==> src/rtl/hbp_pkg.sv <==
// ----------------------------------------------------------------------------
// hbp_pkg
// Types and constants shared by the helix bracket pairing block.
// ----------------------------------------------------------------------------
package hbp_pkg;

  localparam int CHAR_W  = 8;
  localparam int POS_W   = 14;
  localparam int DEPTH_W = 11;
  localparam int HLEN_W  = 15;

  localparam logic [CHAR_W-1:0] CH_OPEN  = 8'h5B;
  localparam logic [CHAR_W-1:0] CH_CLOSE = 8'h5D;
  localparam logic [CHAR_W-1:0] CH_DASH  = 8'h2D;
  localparam logic [CHAR_W-1:0] CH_DOT   = 8'h2E;

  typedef enum logic [1:0] {
    ST_OK        = 2'd0,
    ST_UNMATCHED = 2'd1,
    ST_STACK_OVF = 2'd2,
    ST_POS_OVF   = 2'd3
  } status_t;

  typedef struct packed {
    logic              first;
    logic [CHAR_W-1:0] base_char;
    logic [CHAR_W-1:0] helix_char;
  } in_item_t;

  typedef struct packed {
    logic [POS_W-1:0]   base_position;
    logic [POS_W-1:0]   column;
    logic [CHAR_W-1:0]  nucleotide;
    logic [DEPTH_W-1:0] nesting_depth;
    logic               partner_valid;
    logic [DEPTH_W-1:0] max_depth;
    status_t            status;
  } result_t;

  typedef struct packed {
    logic wr_en;
    logic rd_en;
  } stk_req_t;

endpackage

==> src/rtl/hbp_pair_ctrl.sv <==
// ----------------------------------------------------------------------------
// hbp_pair_ctrl
// Column and base counters, stack pointer and depth tracking; builds the
// result fields and the stack push or pop for one column.
// ----------------------------------------------------------------------------
module hbp_pair_ctrl
  import hbp_pkg::*;
#(
  parameter int STACK_DEPTH = 1024,
  parameter int MAX_BASES   = 16384,
  localparam int AW    = $clog2(STACK_DEPTH),
  localparam int SP_W  = $clog2(STACK_DEPTH + 1),
  localparam int CNT_W = $clog2(MAX_BASES + 1)
) (
  input  logic              clk,
  input  logic              rst_n,
  input  in_item_t          item,
  input  logic              adv,
  input  logic [HLEN_W-1:0] helix_len,
  output result_t           res,
  output logic              res_keep,
  output stk_req_t          stk,
  output logic [AW-1:0]     wr_addr,
  output logic [POS_W-1:0]  wr_data,
  output logic [AW-1:0]     rd_addr
);

  localparam logic [31:0] LAST_POS = 32'(MAX_BASES - 1);

  logic [SP_W-1:0]  sp_r, sp_nxt, dp_r, dp_nxt, sp_c, dp_c, sp_dec;
  logic [CNT_W-1:0] bc_r, bc_nxt, cc_r, cc_nxt, bc_c, cc_c;
  logic             gap, ovf, in_helix, is_open, is_close, push_ok, pop_ok;
  logic [31:0]      pos_w, col_w, depth_w, maxd_w;

  always_comb begin
    sp_c = item.first ? '0 : sp_r;
    dp_c = item.first ? '0 : dp_r;
    bc_c = item.first ? '0 : bc_r;
    cc_c = item.first ? '0 : cc_r;

    gap      = (item.base_char == CH_DASH) || (item.base_char == CH_DOT);
    ovf      = (bc_c >= CNT_W'(MAX_BASES)) || (cc_c >= CNT_W'(MAX_BASES));
    in_helix = 32'(cc_c) < 32'(helix_len);
    is_open  = item.helix_char == CH_OPEN;
    is_close = item.helix_char == CH_CLOSE;
    push_ok  = in_helix && is_open && (sp_c < SP_W'(STACK_DEPTH));
    pop_ok   = in_helix && is_close && (sp_c != '0);
    sp_dec   = sp_c - SP_W'(1);

    sp_nxt = sp_c;
    dp_nxt = dp_c;
    bc_nxt = bc_c;
    cc_nxt = (cc_c < CNT_W'(MAX_BASES)) ? cc_c + CNT_W'(1) : cc_c;
    if (!gap && !ovf) begin
      bc_nxt = bc_c + CNT_W'(1);
      if (push_ok) begin
        sp_nxt = sp_c + SP_W'(1);
      end else if (pop_ok) begin
        sp_nxt = sp_dec;
      end
      if (in_helix && (sp_nxt > dp_c)) begin
        dp_nxt = sp_nxt;
      end
    end

    stk.wr_en = adv && !gap && !ovf && push_ok;
    stk.rd_en = adv && !gap && !ovf && pop_ok;
    wr_addr   = sp_c[AW-1:0];
    rd_addr   = sp_dec[AW-1:0];
    pos_w     = 32'(bc_c);
    col_w     = 32'(cc_c);
    wr_data   = pos_w[POS_W-1:0];
    res_keep  = !gap;

    depth_w = '0;
    if (in_helix) begin
      depth_w = push_ok ? 32'(sp_nxt) : 32'(sp_c);
    end
    maxd_w = 32'(dp_nxt);

    res.nucleotide = item.base_char;
    res.max_depth  = maxd_w[DEPTH_W-1:0];
    if (ovf) begin
      res.base_position = LAST_POS[POS_W-1:0];
      res.column        = LAST_POS[POS_W-1:0];
      res.nesting_depth = '0;
      res.partner_valid = 1'b0;
      res.status        = ST_POS_OVF;
    end else begin
      res.base_position = pos_w[POS_W-1:0];
      res.column        = col_w[POS_W-1:0];
      res.nesting_depth = depth_w[DEPTH_W-1:0];
      res.partner_valid = pop_ok;
      res.status        = ST_OK;
      if (in_helix && is_open && !push_ok) begin
        res.status = ST_STACK_OVF;
      end else if (in_helix && is_close && !pop_ok) begin
        res.status = ST_UNMATCHED;
      end
    end
  end

  always_ff @(posedge clk) begin
    if (!rst_n) begin
      sp_r <= '0;
      dp_r <= '0;
      bc_r <= '0;
      cc_r <= '0;
    end else if (adv) begin
      sp_r <= sp_nxt;
      dp_r <= dp_nxt;
      bc_r <= bc_nxt;
      cc_r <= cc_nxt;
    end
  end

endmodule

==> config.mk <==
export PLATFORM = sky130hd
export DESIGN_NAME = hbp_pair_ctrl
export DESIGN_NICKNAME = d
export VERILOG_FILES = /design/src/rtl/hbp_pkg.sv /design/src/rtl/hbp_pair_ctrl.sv
export SDC_FILE = /design/constraint.sdc
export NUM_CORES = 1
export LEC_CHECK = 0
export ABC_AREA = 1
export ABC_CLOCK_PERIOD_IN_PS = 4300
export BUFFER_PORTS_ARGS = -buffer_cell sky130_fd_sc_hd__buf_4
export CAP_MARGIN = 5
export CORE_ASPECT_RATIO = 1.4
export CORE_MARGIN = 5
export CORE_UTILIZATION = 49
export DETAILED_ROUTE_END_ITERATION = 8
export HOLD_SLACK_MARGIN = 0.15
export PLACE_DENSITY = 0.79
export SYNTH_ARGS = -nofsm -noshare
export SYNTH_HDL_FRONTEND = slang
export SYNTH_SLANG_ARGS = --single-unit
==> constraint.sdc <==
create_clock -name clk -period 4.3 [get_ports clk]
set_input_delay 0.215 -clock clk [delete_from_list [all_inputs] [get_ports clk]]
set_output_delay 0.215 -clock clk [all_outputs]
set_load 0.1 [all_outputs]
Yosys cells after proc, flatten, opt, wreduce, memory -nomap -nowiden
Index checks and enable logic that the tools add are counted.

word-level totals
  register bits after elaboration = 52
  output and inout bits = 98

cells by class
  add/sub/neg operators = 4
  magnitude comparators = 6
  eq/ne operators = 4
  multiplexer cells = 19
  reductions and logical operators = 19

operator list
  kind                   count
  $mux 11                10
  $mux 15                4
  $add 15x1->15 const B  2
  $ge 15x15->1 const B   2
  $mux 28                1
  $eq 8x6->1 const B     2
  $eq 8x7->1 const B     2
  $lt 15x15->1           1
  $lt 15x15->1 const B   1
  $logic_and 1x1->1      12
  $mux 12                1
  $add 11x1->11 const B  1
  $gt 11x11->1           1
  $lt 11x11->1 const B   1
  $reduce_bool 11->1     1
  $sub 11x1->11 const B  1
  $logic_not 1->1        4
  $mux 2                 2
  $logic_or 1x1->1       2
  $mux 1                 1

Logic depth before layout (Yosys ltp)
  depth after elaboration = 11
  depth in mapped cells = 38
  mapped depth without buffers = 33

Worst setup path after synthesis
No wires, ideal clock.

  path kind = input -> output
  start = input item[16] in the netlist's numbering
  end = output res[12] in the netlist's numbering
  arrival = 7.334 ns
  setup slack = -3.249 ns
  stages = 22
  buffers on the path = 2
  cell sequence = buf_2 > nor2_1 > inv_1 > ha_1 > nand2_1 > nor2_2 > nand2_1 > xor2_1 > o21ai_0 > a21oi_1 > a31oi_1 > inv_1 > ha_1 > inv_1 > nor2_1 > nand2_1 > nor3_1 > and3_1 > a21oi_2 > buf_4 > nand3_1 > nand2_1

RTL lines
  what                line                 RTL
  start: declaration  hbp_pair_ctrl.sv:17  input in_item_t item,
  end: declaration    hbp_pair_ctrl.sv:20  output result_t res,

==> results.md <==
- Final Max Slew Viols: 0
- Post-Place Setup Slack: 0.0571 ns
- Required time worst endpoint: 4.09 ns
- Drt drc: 0
- Starting density of the core: 50.3%
- R2r setup slk: 0.39 ns
- Worst EP arrival: 4.08 ns
- Worst relative slew slack: 36.6%
- Finished Core Util: 77.8%
- Yosys warning count: 0
- CP Capture Type: primary output
- Routed len/inst: 15.7 microns
- Hold Crit Class: input port to flop
- Clk sinks: 52
- Initial DRT Pass Iterations: 5
- Seq/Total Area, Yosys: 21.9%
- Fmax: 0.233 GHz
- Post-DP HPWL: 12.3 mm
- Hold Crit Start: rst_n
- Area growth from synthesis to layout: 54.6%
- Non-filler instance count after layout: 1,119
- Measured slew at the worst slew-check pin: 0.951 ns
- Flops & latches, synth: 52
- Pwr/cell area: 257 mW/mm^2
- Die Ht: 127 microns
- Top Ports: 133
- Largest net degree at the start of global routing: 34
- Peak fanout along the critical path: 8
- Die ar.: 0.0118 sq mm
- Crit-path max cell delay: 0.33 ns
- RSZ-0062 raised after global routing: yes
- Synthesized area per cell: 5.67 sq um
- Diode count: 0
- CTS Buf Count: 5
- Die width: 93.3 microns
- Final min period: 4.30 ns
- Clk_lat worst skew: 0.30 ns
- Reg2reg start: cc_r[10]
- Vias per cell: 5.53
- Library cells used by synthesis: 41
- Endpoints failing setup: 0
- Max Root-Sink Buffers: 2
- CP max-delay cell: dfxtp_2
- Vias in the first global route: 5,781
- GRT Total Usage: 26.4%
- Final wirelength: 17.6 mm
- Initial DRC count: 382
- Worst R2R End: dp_r[10]
- Grt peak-use layer: met2
- Placed Area: 0.00651 sq mm
- Final instance area: 0.00736 sq mm
- Maximum VDD drop: 0.215 mV
- Synthesized net count: 897
- Worst hold stages: 3
- First-pass GRT wire length: 25.4 mm
- Fin. Hold Viols: 0
- Most common cell on crit path: nand2_1
- Crit path max-delay family: simple AND/OR/NAND/NOR gates
- Fill cell count: 726
- Antenna violations before repair: 0
- Status: finished, final reports clean
- Kind of critical path: flop to primary output
- Final ANT Viol Nets: 0
- Synthesized area: 0.00476 sq mm
- Hold_ws: 0.251 ns
- Std-Cell Rows: 42
- Core ar.: 0.00946 sq mm
- M1 GR Usage: 28.0%
- P_leak: 0.00366 uW
- Met3 Use GR: 5.15%
- Min-Delay Endpoint: bc_r[7]
- FF-to-FF path depth: 29
- TritonCTS clock tree: done
- Tcrit/Tclk final: 99.9%
- Reg clk slew, reported paths: 0.07 ns
- Share of cells above drive strength 1: 33.4%
- Htree depth: 2
- GP Congestion: 0.933
- Nets: 1,065
- Setup crit start kind: flop
- Crit path buf inv count: 7
- Gate Count Post-Synth: 840
- Port Buf Inserts: 132
- Setup Skew: 0.0108 ns
- Cells after DPL: 1,087
- Grt total ovfl: 0
- Maxcap violations: 0
- Clk root buf: clkbuf_16
- Routing usage on met2: 46.8%
- Setup ws final: 0.00386 ns
- Vias: 6,186
[kinds of logic (layout without fill, tap and decap cells)]
family	Yosys count	after routing	synth area share [%]
DFF	52	52	21.9
AOI/OAI and AO/OA	153	153	17.7
adders and majority gates	22	22	5.78
buffers and inverters	228	397	19.2
and+or+nand+nor	375	375	33.7
xor gates and xnor gates	10	10	1.84
[timing repair]
action / 4_1_cts / 5_1_grt
resized for setup: 17 / 113
endpoints found under the setup margin: 10 / 11
buffers inserted: 0 / 24
pin swaps: 0 / 50
hold buffers: 0 / 0
[registers in the layout (all words and copies together), names as in the netlist]
| name | flops |
|---|---|
| cc_r | 15 |
| dp_r | 11 |
| bc_r | 15 |
| sp_r | 11 |
[placed cells by master, fill, tap and decap left out, types with 5 or more instances in the layout]
cell       count
nor2_1        88
clkbuf_16      5
buf_12        15
nor2_4         9
nand4_1       11
a21oi_1       53
nand2_8       21
nor3_1        21
buf_4        177
nand2_2       16
dfxtp_2        7
xor2_1         8
nand3_2       11
inv_2         15
buf_6          7
dfxtp_1       45
o21ai_0       59
a211oi_1       5
nand3_4        5
inv_1        168
nand2_1      137
ha_4           6
a21oi_2        5
nand3_1       27
nor2_2        10
ha_1          16
[worst reg2reg max path, delay by kind of cell (launching register included)]
kind                       cells  cell delay (ns)
buffers and inverters          8             0.91
and+or+nand+nor               14             1.50
DFF                            1             0.33
adders and majority gates      2             0.50
AOI/OAI and AO/OA              5             0.66
[layer usage]
layer	share of wire [%]	vias to the layer above	routed length [microns]
met5	0	-	0
met1	37	2820	6440
li1	-	2969	-
met3	8.2	75	1440
met4	5.2	0	914
met2	50	322	8770
[report_power, final]
group / switching, uW / internal, uW
registers: 9.07 / 499
logic: 692 / 276
clock network: 201 / 218
[per-stage QoR]
step           total power, uW  setup TNS (ns)
2_1_floorplan             1190          -10.34
4_1_cts                   1800               0
5_1_grt                   1960           -1.39
3_5_place_dp              1380               0
3_3_place_gp              1370               0
6_report                  1890               0
[worst max path at each step]
stage | from | endpoint | slack, ns | cells after the start
final | cc_r[12] | res[3] | 0.004 | 26
after global routing | cc_r[13] | res[3] | -0.16 | 26
after CTS | cc_r[12] | res[8] | 0.007 | 31
after detailed placement | item[16] | res[8] | 0.06 | 29
after global placement | item[16] | res[2] | 0.08 | 29
after floorplan | sp_r[0] | res[12] | -0.49 | 22
[synth_stat cells (all sizes together)]
cell type,n,area share (%)
a2111oi,1,0.18
a211oi,9,1.4
a21oi,61,6.6
a221oi,2,0.37
a22oi,3,0.47
a311oi,1,0.18
a31oi,4,0.53
a32o,1,0.21
and3,1,0.13
buf,18,2.6
clkbuf,21,1.7
clkinv,4,0.32
dfxtp,52,22
ha,22,5.8
inv,185,15
nand2,176,14
nand3,43,4.7
nand3b,2,0.32
nand4,11,1.4
nor2,107,8.8
nor3,25,2.7
nor3b,3,0.47
nor4,4,0.53
o211ai,1,0.16
o21a,2,0.32
o21ai,66,6.9
o21bai,1,0.16
o31ai,1,0.16
or2,1,0.13
or3,2,0.26
xor2,10,1.8
[cell type report]
| cell class | count | area (sq um) | share of cell area, % |
|---|---|---|---|
| clock buffer | 6 | 129 | 1.75 |
| clock inverter | 2 | 16.3 | 0.221 |
| inverter | 189 | 721 | 9.79 |
| multi-input combinational | 560 | 3580 | 48.7 |
| sequential | 52 | 1050 | 14.3 |
| tap | 110 | 138 | 1.87 |
| timing repair buffer | 200 | 1720 | 23.4 |
Power figures use the tool's default switching activity.
