`config.mk`:
```
export PLATFORM = sky130hd
export DESIGN_NAME = hbp_in_reg
export DESIGN_NICKNAME = d
export VERILOG_FILES = /design/src/rtl/hbp_pkg.sv /design/src/rtl/hbp_in_reg.sv
export SDC_FILE = /design/constraint.sdc
export NUM_CORES = 1
export LEC_CHECK = 0
export CAP_MARGIN = 15
export CORE_AREA = 5 5 42 44
export DETAILED_ROUTE_END_ITERATION = 8
export DIE_AREA = 0 0 47 49
export DONT_BUFFER_PORTS = 1
export PLACE_DENSITY = 0.57
export SLEW_MARGIN = 20
export SYNTH_ARGS = -nofsm -noshare
export SYNTH_HDL_FRONTEND = slang
export SYNTH_SLANG_ARGS = --single-unit
```
`constraint.sdc`:
```
create_clock -name clk -period 2.4 [get_ports clk]
set_clock_uncertainty 0.05 [all_clocks]
set_input_delay 0.48 -clock clk [delete_from_list [all_inputs] [get_ports clk]]
set_output_delay 0.48 -clock clk [all_outputs]
set_load 0.01 [all_outputs]
```
`src/rtl/hbp_pkg.sv`:
```
// ----------------------------------------------------------------------------
// hbp_pkg
// Types and constants shared by the helix bracket pairing block.
// ----------------------------------------------------------------------------
package hbp_pkg;

  localparam int CHAR_W  = 8;
  localparam int POS_W   = 14;
  localparam int DEPTH_W = 11;
  localparam int HLEN_W  = 15;

  localparam logic [CHAR_W-1:0] CH_OPEN  = 8'h5B;
  localparam logic [CHAR_W-1:0] CH_CLOSE = 8'h5D;
  localparam logic [CHAR_W-1:0] CH_DASH  = 8'h2D;
  localparam logic [CHAR_W-1:0] CH_DOT   = 8'h2E;

  typedef enum logic [1:0] {
    ST_OK        = 2'd0,
    ST_UNMATCHED = 2'd1,
    ST_STACK_OVF = 2'd2,
    ST_POS_OVF   = 2'd3
  } status_t;

  typedef struct packed {
    logic              first;
    logic [CHAR_W-1:0] base_char;
    logic [CHAR_W-1:0] helix_char;
  } in_item_t;

  typedef struct packed {
    logic [POS_W-1:0]   base_position;
    logic [POS_W-1:0]   column;
    logic [CHAR_W-1:0]  nucleotide;
    logic [DEPTH_W-1:0] nesting_depth;
    logic               partner_valid;
    logic [DEPTH_W-1:0] max_depth;
    status_t            status;
  } result_t;

  typedef struct packed {
    logic wr_en;
    logic rd_en;
  } stk_req_t;

endpackage

```
`src/rtl/hbp_in_reg.sv`:
```
// ----------------------------------------------------------------------------
// hbp_in_reg
// Input register: holds one column request until the pairing stage takes it.
// ----------------------------------------------------------------------------
module hbp_in_reg
  import hbp_pkg::*;
(
  input  logic     clk,
  input  logic     rst_n,
  input  logic     in_valid,
  output logic     in_ready,
  input  in_item_t in_item,
  input  logic     take,
  output logic     item_valid,
  output in_item_t item
);

  logic     valid_r, valid_nxt;
  in_item_t item_r;

  assign in_ready   = !valid_r || take;
  assign item_valid = valid_r;
  assign item       = item_r;

  always_comb begin
    valid_nxt = valid_r;
    if (in_valid && in_ready) begin
      valid_nxt = 1'b1;
    end else if (take) begin
      valid_nxt = 1'b0;
    end
  end

  always_ff @(posedge clk) begin
    if (!rst_n) begin
      valid_r <= 1'b0;
    end else begin
      valid_r <= valid_nxt;
    end
  end

  always_ff @(posedge clk) begin
    if (in_valid && in_ready) begin
      item_r <= in_item;
    end
  end

endmodule

```
# Word level (Yosys, flattened, before mapping)

Index checks and enable logic that the tools add are counted.

Register bits after elaboration: 18
Input bits: 21
Output and inout bits: 19
Logic and storage cells: 10

Multiplexer cells: 2
Reductions and logical operators: 4

Operators by type and width:

| cell               | count |
|---|---|
| two-way mux 1 bit  | 2 |
| nonzero test 2 bit | 1 |
| logical AND 1 bit  | 1 |
| zero test 1 bit    | 1 |
| logical OR 1 bit   | 1 |

# Longest topological paths before layout

Gate-level depths: netlist of the first run.

Word-level depth: 4
Mapped depth: 2
Gate-level depth less buffers: 2

# Worst setup path after synthesis of the first run

OpenSTA, ideal clock, no wires.

Kind: input-to-reg
From: input port take
To: register item_r, in the netlist item[0] (enable)
Setup time: 0.314 ns
Arrival: 0.855 ns
Slack: 1.181 ns
Stages on the path: 2
Cells stage by stage: nand2b_4 > and2_4

Word-level cells in the longest chain between the ends: 2

Ends and longest elaborated chain:

| element              | line             | RTL |
|---|---|---|
| start, declared      | hbp_in_reg.sv:13 | `input logic take,` |
| logical OR 1 bit     | hbp_in_reg.sv:21 | `assign in_ready = !valid_r \|\| take;` |
| logical AND 1 bit    | hbp_in_reg.sv:43 | `if (in_valid && in_ready) begin` |
| end signal, assigned | hbp_in_reg.sv:44 | `item_r <= in_item;` |
| end, declared        | hbp_in_reg.sv:19 | `in_item_t item_r;` |

Every way passes these cells.
A chain may end at the register's enable or synchronous reset.

# Worst setup path after layout of the first run

From: register valid_r, in the netlist item_valid
To: output port in_ready

Word-level cells in the longest chain between the ends: 2

Ends and longest elaborated chain:

| element                | line             | RTL |
|---|---|---|
| start, declared        | hbp_in_reg.sv:18 | `logic valid_r, valid_nxt;` |
| start signal, assigned | hbp_in_reg.sv:38 | `valid_r <= valid_nxt;` |
| zero test 1 bit        | hbp_in_reg.sv:21 |  |
| logical OR 1 bit       | hbp_in_reg.sv:21 |  |
| end, declared          | hbp_in_reg.sv:11 | `output logic in_ready,` |

Every way passes these cells.

==> summary.md, run 1 <==
| Metric | Value |
|---|---|
| Outcome | `finished clean` |
| Commonest non-fill, non-tap cell in the layout | `edfxtp_1` |
| Slew Viols, Final | `0` |
| Clock latency at the later pin of the worst-skew pair | `roughly 0.28 ns` |
| CTS root buf | `clkbuf_4` |
| Hold Path Depth | `0` |
| Slowest-stage cell, CP | `dfxtp_1` |
| Core area | `around 0.0014 mm^2` |
| Clk slew on worst S/H paths | `approximately 0.10 ns` |
| Via count | `about 210` |
| Switching power | `around 110 uW` |
| Residual DRC count | `0` |
| RD Place Congestion | `0.567` |
| Combinational Power Share | `under 10%` |
| Largest stage delay on the critical path | `around 0.44 ns` |
| Final worst slack | `around 1.0 ns` |
| Worst VDD drop | `around 0.45 mV` |
| Min Tclk post-route | `around 1.4 ns` |
| Max_slew headroom | `between 80 and 90%` |
| Largest net degree at the start of global routing | `18` |
| Drt pass-1 iters | `2` |
| Final hold vios | `0` |
| Tcrit/Tclk final | `56.5%` |
| CTS tree | `yes` |
| P_leak | `around 0.00021 uW` |
| Yosys synthesis warning count | `0` |
| Via density per instance | `slightly above 5` |
| Yosys cell types | `6` |
| Fillers | `approximately 140` |
| Area grow syn2layout | `8.15%` |
| Detail Route Antenna Nets | `0` |
| Inserted Diodes | `0` |
| Clk buf depth | `2` |
| Seq cells post-synth | `18` |
| Post-route non-filler standard cell count | `42` |
| Total gr overflow | `0` |
| Crit-path cells | `nand2b_4` |
| Post-synthesis cell area | `around 570 um^2` |
| Mapped Cells | `22` |
| DP Cell Count | `38` |
| F_max | `approximately 740 MHz` |
| Syn avg cell area | `approximately 26 um^2` |
| Worst R2R End | `item[9]` |
| Seq pwr share | `between 70% and 80%` |
| Final Total Pwr | `approximately 540 uW` |
| Routed Wire Length | `around 930 um` |
| Hold Worst Slack | `roughly 0.24 ns` |
| H-tree lvl count | `1` |
| Power Dens Cells | `between 800 and 900 mW/mm^2` |
| Clk pwr share | `between 20% and 30%` |
| Post-CTS sizing | `0` |
| Total GRT Usage | `under 10%` |
| Number of cells on the worst reg-to-reg path | `2` |
| Startpoint types | `flip-flop` |
| Hold Path End | `item[0]` |
| Hold WC Path Type | `input pin to flip-flop` |
| FF-to-FF Start | `item_valid` |
| Post-synthesis sequential area ratio | `93.4%` |
| Initial DRC count | `2` |
| Worst-Margin Slew | `between 0.2 and 0.25 ns` |
| CTS Sinks | `18` |
| Vias in the first global route | `245` |
| Setup Crit Path Kind | `flip-flop to primary output` |
| Peak fanout along the critical path | `3` |
| CTS Hold Bufs | `0` |
| Port bufs | `0` |
| Setup bufs post-CTS | `0` |
| Avg WL per Cell | `22.1 um` |
| Top cell type by total area after synthesis | `edfxtp_1` |
| Arrival @ worst endpoint | `between 0.8 and 0.9 ns` |
| Hold Path Origin | `in_item[0]` |
| Delay-heaviest family, CP | `flip-flops` |
| Max_cap viols | `0` |
| Internal power | `between 400 and 500 uW` |
| Share of layout cells above drive strength 1 | `23.1%` |
| Die width | `47 um` |
| Row count | `14` |
| Pre-CTS setup slack | `1.12 ns` |
| Setup TNS | `0 ns` |
| Unrepaired setup endpoints after global routing | `false` |
| Setup violators final | `0` |
| CP bufs+invs | `0` |
| Starting Density | `40.5%` |
| Final Net Count | `48` |
| Top cell type's share of synthesized area | `between 80% and 90%` |
| Syn_nets | `43` |
| Sw frac | `20.2%` |
| Critical Path RT | `1.87 ns` |
| IO Count | `40` |
| Synth area leaders | `edfxtp_1 90%, dfxtp_1 3.5%, nand2b_4 2.4%` |
| Die Footprint | `approximately 0.0023 mm^2` |
| First-pass GRT wire length | `roughly 1300 um` |
| Most frequent cells in the layout | `17 x edfxtp_1, 3 x clkbuf_4` |
| Reg2reg setup slack | `between 1 and 1.5 ns` |
| Crit end category | `primary output` |
| Vert. Die Dim | `just under 50 um` |
| Initial antenna violation count | `0` |
| Cts bufs inserted | `3` |
[synthesized netlist by cell type, drive strengths merged]
library cell / instances
and2: 1
dfxtp: 1
nand2b: 1
inv: 1
edfxtp: 17
a21boi: 1
[final cells by class]
| cell class | instances | area (um^2) | share of cell area (%) |
|---|---|---|---|
| Inverter | 1 | 3.75 | 0.611 |
| Sequential cell | 18 | 531 | 86.4 |
| Multi-Input combinational cell | 3 | 33.8 | 5.50 |
| Clock buffer | 4 | 26.3 | 4.28 |
| Tap cell | 16 | 20.0 | 3.26 |
[layer usage]
metal / wire length (um) / up-vias / global-route usage (%) / part of all wire, %
met5: 0 / - / 0 / 0
met3: 114 / 0 / 5.17 / 12
met2: 487 / 23 / 12.4 / 52
met4: 0 / 0 / 5.53 / 0
li1: - / 92 / - / -
met1: 326 / 97 / 8.11 / 35
[worst max path at each step]
stage	to	slack [ns]	from	depth (start not counted)
finish	in_ready	1.04	item_valid	1
global route	in_ready	0.99	item_valid	1
CTS	in_ready	1.02	item_valid	1
detailed placement	item[3]	1.12	take	2
global placement	item[14]	1.14	take	2
floorplan	item[0]	1.18	take	2
[cells by family (layout without fill, tap and decap cells)]
kind of cell / after synthesis / in the layout / share of synthesized area (%)
AO/OA/AOI/OAI: 1 / 1 / 1.98
flip-flops: 18 / 18 / 93.4
AND/OR/NAND/NOR: 2 / 2 / 3.96
buffers and inverters: 1 / 5 / 0.660
[power groups by stage]
stage,Combinational [uW],Sequential [uW],Clock (uW)
finish,12.3,382,150
CTS,12.6,384,157
floorplan,10.5,387,0
global placement,12.1,390,0
detailed placement,12.6,391,0
global route,13.4,385,170
[state kept, by name (all words and copies together), names as in the netlist]
register and count:
item 17, item_valid 1
[stage by stage]
| step | instance area (um^2) | utilization (%) |
|---|---|---|
| global placement | 588 | 42.0 |
| global route | 614 | 43.8 |
| detailed placement | 588 | 42.0 |
| finish | 614 | 43.8 |
| CTS | 614 | 43.8 |
| floorplan | 568 | - |
(Power assumes the default switching activity.)
==> inputs of run 2 (changes only) <==
--- a/config.mk
+++ b/config.mk
@@ -10,7 +10,7 @@
 export DETAILED_ROUTE_END_ITERATION = 8
 export DIE_AREA = 0 0 47 49
 export DONT_BUFFER_PORTS = 1
-export PLACE_DENSITY = 0.57
+export PLACE_DENSITY = 0.59
 export SLEW_MARGIN = 20
 export SYNTH_ARGS = -nofsm -noshare
 export SYNTH_HDL_FRONTEND = slang
==> constraint.sdc (replaced) <==
create_clock -name clk -period 1.2 [get_ports clk]
set_clock_uncertainty 0.05 [all_clocks]
set_input_delay 0.24 -clock clk [delete_from_list [all_inputs] [get_ports clk]]
set_output_delay 0.24 -clock clk [all_outputs]
set_load 0.01 [all_outputs]
==> run 2 against run 1 <==
Net effect: non-clock buffer count grew 18; routed wire length increased by 9.5%; sequential cell count did not move; via count increased by 38%; sequential power rose by 100%; sequential share of layout area is 19 points lower; clock-buffer cell count did not move; register-to-register slack worse by 1.1 ns; first-iteration DRC count grew 100%; core utilization increased by 13 points; critical path type unchanged; highest routed layer unchanged.
==> summary.md, run 2 (synthesized netlist as in run 1, its figures left out) <==
| Metric | Value |
|---|---|
| Core area | `between 0.001 and 0.0015 mm^2` |
| Largest net degree at the start of global routing | `18` |
| Initial antenna violation count | `0` |
| Clk slew on worst S/H paths | `~0.090 ns` |
| Worst setup path end | `in_ready` |
| Worst setup path start | `item_valid` |
| DP Cell Count | `39` |
| Multi-input gate area | `~34 um^2` |
| Total gr overflow | `0` |
| Vias in the first global route | `337` |
| Residual DRC count | `0` |
| Port bufs | `0` |
| FF+latch area | `534 um^2` |
| Via density per instance | `a little under 5` |
| Unrepaired setup endpoints after global routing | `false` |
| Cts bufs inserted | `3` |
| Max_slew headroom | `roughly 85%` |
| FF-to-FF Start | `item_valid` |
| Starting Density | `between 40% and 50%` |
| Share of layout cells above drive strength 1 | `roughly 18%` |
| IO Count | `40` |
| Final core utilization | `between 50% and 60%` |
| Worst R2R End | `item[8]` |
| Inserted Diodes | `0` |
| Setup Crit Path Kind | `flip-flop to primary output` |
| Die Footprint | `0.00230 mm^2` |
| Routed Wire Length | `1020 um` |
| Total GRT Usage | `between 8 and 9%` |
| Peak fanout along the critical path | `2` |
| Final Total Pwr | `between 1000 and 1500 uW` |
| Detail Route Antenna Nets | `0` |
| Fillers | `between 100 and 150` |
| Max FFs per register | `17` |
| Met2 WL | `572 um` |
| Startpoint types | `flip-flop` |
| Worst VDD drop | `slightly above 0.9 mV` |
| Arrival @ worst endpoint | `around 0.86 ns` |
| Area grow syn2layout | `40.1%` |
| Avg WL per Cell | `16.9 um` |
| Power Dens Cells | `1410 mW/mm^2` |
| Via count | `293` |
| Worst-Margin Slew | `between 0.2 and 0.25 ns` |
| Hold WC Path Type | `input pin to flip-flop` |
| CTS root buf | `clkbuf_4` |
| Final Net Count | `66` |
| Critical Path RT | `0.91 ns` |
| Initial DRC count | `4` |
| Crit end category | `primary output` |
| Setup TNS | `0 ns` |
| Row count | `14` |
| First-pass GRT wire length | `1440 um` |
| Setup violators final | `0` |
| Tcrit/Tclk final | `a little over nine tenths` |
| Reg2reg setup slack | `~0.13 ns` |
| Drt pass-1 iters | `2` |
| Clock latency at the later pin of the worst-skew pair | `between 0.2 and 0.3 ns` |
| H-tree lvl count | `1` |
| Post-route non-filler standard cell count | `60` |
| RD Place Congestion | `~0.60` |
| Number of cells on the worst reg-to-reg path | `2` |
| Metal-1 WL | `around 310 um` |
| Slew Viols, Final | `0` |
| Vert. Die Dim | `around 50 um` |
| Min Tclk post-route | `approximately 1.2 ns` |
| Clk buf depth | `2` |
| Max_cap viols | `0` |
| Met3 WL post-DR | `~130 um` |
| Die width | `47 um` |
| P_leak | `0.000284 uW` |
| Final hold vios | `0` |
| Final HPWL DP | `~790 um` |
| Hold Worst Slack | `approximately 0.043 ns` |
| Setup bufs post-CTS | `0` |
| CTS Sinks | `18` |
| Top layer in use | `met3` |
| CTS tree | `yes` |
| F_max | `approximately 870 MHz` |
| Outcome | `finished clean` |
| Most frequent cells in the layout | `17 x dlygate4sd3_1, 17 x edfxtp_1, 3 x clkbuf_4` |
[run 2: cell count changes in the layout (fill, tap and decap cells not counted)]
| cell | before | now |
|---|---|---|
| buf_4 | 0 | 1 |
| dfxtp_4 | 0 | 1 |
| dlygate4sd3_1 | 0 | 17 |
| dfxtp_1 | 1 | 0 |
[run 2: worst min-delay path by stage]
stage	from	to	slack [ns]	cells after the start
after detailed placement	in_item[11]	item[11]	0.29	0
final	in_valid	item_valid	0.04	2
after CTS	in_valid	item_valid	0.03	2
after global placement	in_item[1]	item[1]	0.29	0
after floorplan	in_item[0]	item[0]	0.29	0
after global routing	in_valid	item_valid	0.01	2
[run 2: worst max-delay path, stage by stage, from the launching register on]
cell and delay (ns):
dfxtp_4 0.38, nand2b_4 0.06, buf_4 0.15
[run 2: area by class of cell]
class / count / share of cell area (%)
clock buffer: 4 / 3.30
tap: 16 / 2.52
inverter: 1 / 0.472
timing repair buffer: 18 / 22.3
sequential: 18 / 67.1
multi-input combinational: 3 / 4.25
[run 2: routing by layer]
layer  track usage [%]  vias to the layer above
met5                 0                        -
met4              2.76                        0
met3              5.54                        0
met2              15.6                       23
met1              7.69                      140
li1                  -                      130
[run 2: where the power goes]
part           internal (uW)  switching, uW
combinational           46.3           25.3
clock                    129            160
sequential               731           33.7
[run 2: timing repair]
action                                  4_1_cts  5_1_grt
hold endpoints to repair                     17        0
endpoints found under the setup margin        1        1
gates resized for setup                       1        1
hold buffers                                 17        0
[run 2: metrics by stage]
step                      setup WS (ns)  cell area (um^2)
after floorplan                   0.141               568
after global placement            0.124               596
after detailed placement          0.102               596
after CTS                        0.0166               793
after global routing            0.00120               796
final                            0.0487               796
==> inputs of run 3 (changes only) <==
==> constraint.sdc (replaced) <==
create_clock -name clk -period 1.2 [get_ports clk]
set_clock_uncertainty 0.05 [all_clocks]
set_input_delay 0.12 -clock clk [delete_from_list [all_inputs] [get_ports clk]]
set_output_delay 0.12 -clock clk [all_outputs]
set_load 0.01 [all_outputs]
==> run 3 against run 2 <==
Net effect: power rose by 0.60%; highest routed layer unchanged; worst setup slack improved by 0.041 ns; routed wire length rose by 1.4%; register-to-register slack got worse by 0.03 ns; fmax rose by 3.7%.
==> summary.md, run 3 (synthesized netlist as in run 1, its figures left out) <==
| Metric | Value |
|---|---|
| Outcome | `finished clean` |
| Die width | `47 um` |
| Setup Crit Path Kind | `flip-flop to primary output` |
| Max_cap viols | `0` |
| Clock latency at the later pin of the worst-skew pair | `0.27 ns` |
| Setup violators final | `0` |
| Core area | `approximately 0.0014 mm^2` |
| Via density per instance | `about 4.8` |
| Max FFs per register | `17` |
| Sw frac | `19.5%` |
| Die Footprint | `between 0.002 and 0.0025 mm^2` |
| Clk pwr share | `between 20% and 30%` |
| Clk slew on worst S/H paths | `roughly 0.090 ns` |
| Row count | `14` |
| Slew Viols, Final | `0` |
| Commonest non-fill, non-tap cell in the layout | `dlygate4sd3_1` |
| Drt pass-1 iters | `2` |
| Post-route non-filler standard cell count | `62` |
| First-pass GRT wire length | `between 1000 and 1500 um` |
| Final core utilization | `between 50 and 60%` |
| Max_slew headroom | `between 80% and 90%` |
| Arrival @ worst endpoint | `0.94 ns` |
| Startpoint types | `flip-flop` |
| Internal power | `between 900 and 1000 uW` |
| Routed Wire Length | `1030 um` |
| Largest net degree at the start of global routing | `18` |
| Delay-heaviest family, CP | `flip-flops` |
| Residual DRC count | `0` |
| Clk buf depth | `2` |
| H-tree lvl count | `1` |
| Total gr overflow | `0` |
| CTS Hold Bufs | `19` |
| IO Count | `40` |
| P_leak | `about 0.0003 uW` |
| Post-CTS sizing | `0` |
| Multi-input gate area | `between 30 and 40 um^2` |
| Setup bufs post-CTS | `0` |
| Final Net Count | `between 60 and 70` |
| Share of layout cells above drive strength 1 | `~15%` |
| Seq pwr share | `roughly two thirds` |
| Largest stage delay on the critical path | `0.44 ns` |
| Most frequent cells in the layout | `19 x dlygate4sd3_1, 17 x edfxtp_1, 3 x clkbuf_4` |
| CP bufs+invs | `1` |
| CTS Sinks | `18` |
| RD Place Congestion | `0.600` |
| Crit end category | `primary output` |
| Combinational Power Share | `under 10%` |
| Power Dens Cells | `1390 mW/mm^2` |
| Switching power | `roughly 220 uW` |
| Min Tclk post-route | `between 1 and 1.5 ns` |
| Detail Route Antenna Nets | `0` |
| Setup TNS | `0 ns` |
| CTS tree | `yes` |
| Design Area, Final | `just over 800 um^2` |
| Tcrit/Tclk final | `slightly above 90%` |
| Port bufs | `0` |
| Worst-Margin Slew | `0.219 ns` |
| CTS root buf | `clkbuf_4` |
| Worst VDD drop | `around 0.92 mV` |
| Inserted Diodes | `0` |
| Cts bufs inserted | `3` |
| Final HPWL DP | `slightly below 800 um` |
| Peak fanout along the critical path | `2` |
| Placed instance area | `about 600 um^2` |
| Vert. Die Dim | `a little under 50 um` |
| Final hold vios | `0` |
| Fillers | `122` |
| Total GRT Usage | `under 10%` |
| Unrepaired setup endpoints after global routing | `false` |
| Slowest-stage cell, CP | `dfxtp_1` |
| Via count | `between 200 and 300` |
| Crit-path cells | `nand2b_4 -> buf_4` |
| Initial DRC count | `4` |
| DP Cell Count | `39` |
| Hold WC Path Type | `input pin to flip-flop` |
| Critical Path RT | `1.03 ns` |
| F_max | `around 900 MHz` |
| Vias in the first global route | `330` |
| Starting Density | `between 40% and 50%` |
| FF+latch area | `between 500 and 600 um^2` |
| Avg WL per Cell | `around 17 um` |
| Area grow syn2layout | `43.0%` |
| Initial antenna violation count | `0` |
==> run 3: changes by cell type in the layout (fill, tap and decap cells not counted), sizes merged <==
cell	change
dlygate4sd3	+2
==> run 3: area by class of cell <==
class / instances / share of cell area, %
clock buffer: 4 / 3.24
inverter: 1 / 0.462
multi-input combinational: 3 / 4.16
sequential: 18 / 65.3
tap: 16 / 2.47
timing repair buffer: 20 / 24.3
==> run 3: per-stage QoR <==
stage,total power [uW],hold WS (ns),setup WS (ns)
4_1_cts,1140,0.108,0.0685
5_1_grt,1190,0.0990,0.0322
2_1_floorplan,796,0.169,0.141
3_3_place_gp,807,0.169,0.124
3_5_place_dp,810,0.169,0.102
6_report,1130,0.114,0.0893
==> run 3: layer usage <==
metal | vias to the layer above | share of wire (%) | global-route usage, %
met5 | - | 0 | 0
met4 | 0 | 0 | 2.76
met3 | 0 | 13 | 5.90
met2 | 23 | 56 | 15.6
met1 | 141 | 31 | 8.39
li1 | 133 | - | -
==> run 3: final timing paths <==
| path | startpoint | end | slack [ns] | cells past startpoint |
|---|---|---|---|---|
| hold reg to reg | item_valid | item_valid | 0.64 | 3 |
| setup reg to reg | item_valid | item[8] | 0.10 | 2 |
| hold / removal | take | item_valid | 0.11 | 3 |
| setup / recovery | item_valid | in_ready | 0.09 | 2 |
==> run 3: worst min-delay path, cell delays in order <==
cell and delay, ns:
nand2b_4 0.10, buf_4 0.12, a21boi_2 0.05
==> run 3: power groups by stage <==
stage          clock network, uW  registers, uW  logic [uW]
2_1_floorplan                  0            774        21.1
3_3_place_gp                   0            781        26.3
3_5_place_dp                   0            782        27.9
4_1_cts                      300            767        77.1
5_1_grt                      334            769        82.0
6_report                     291            765        76.2
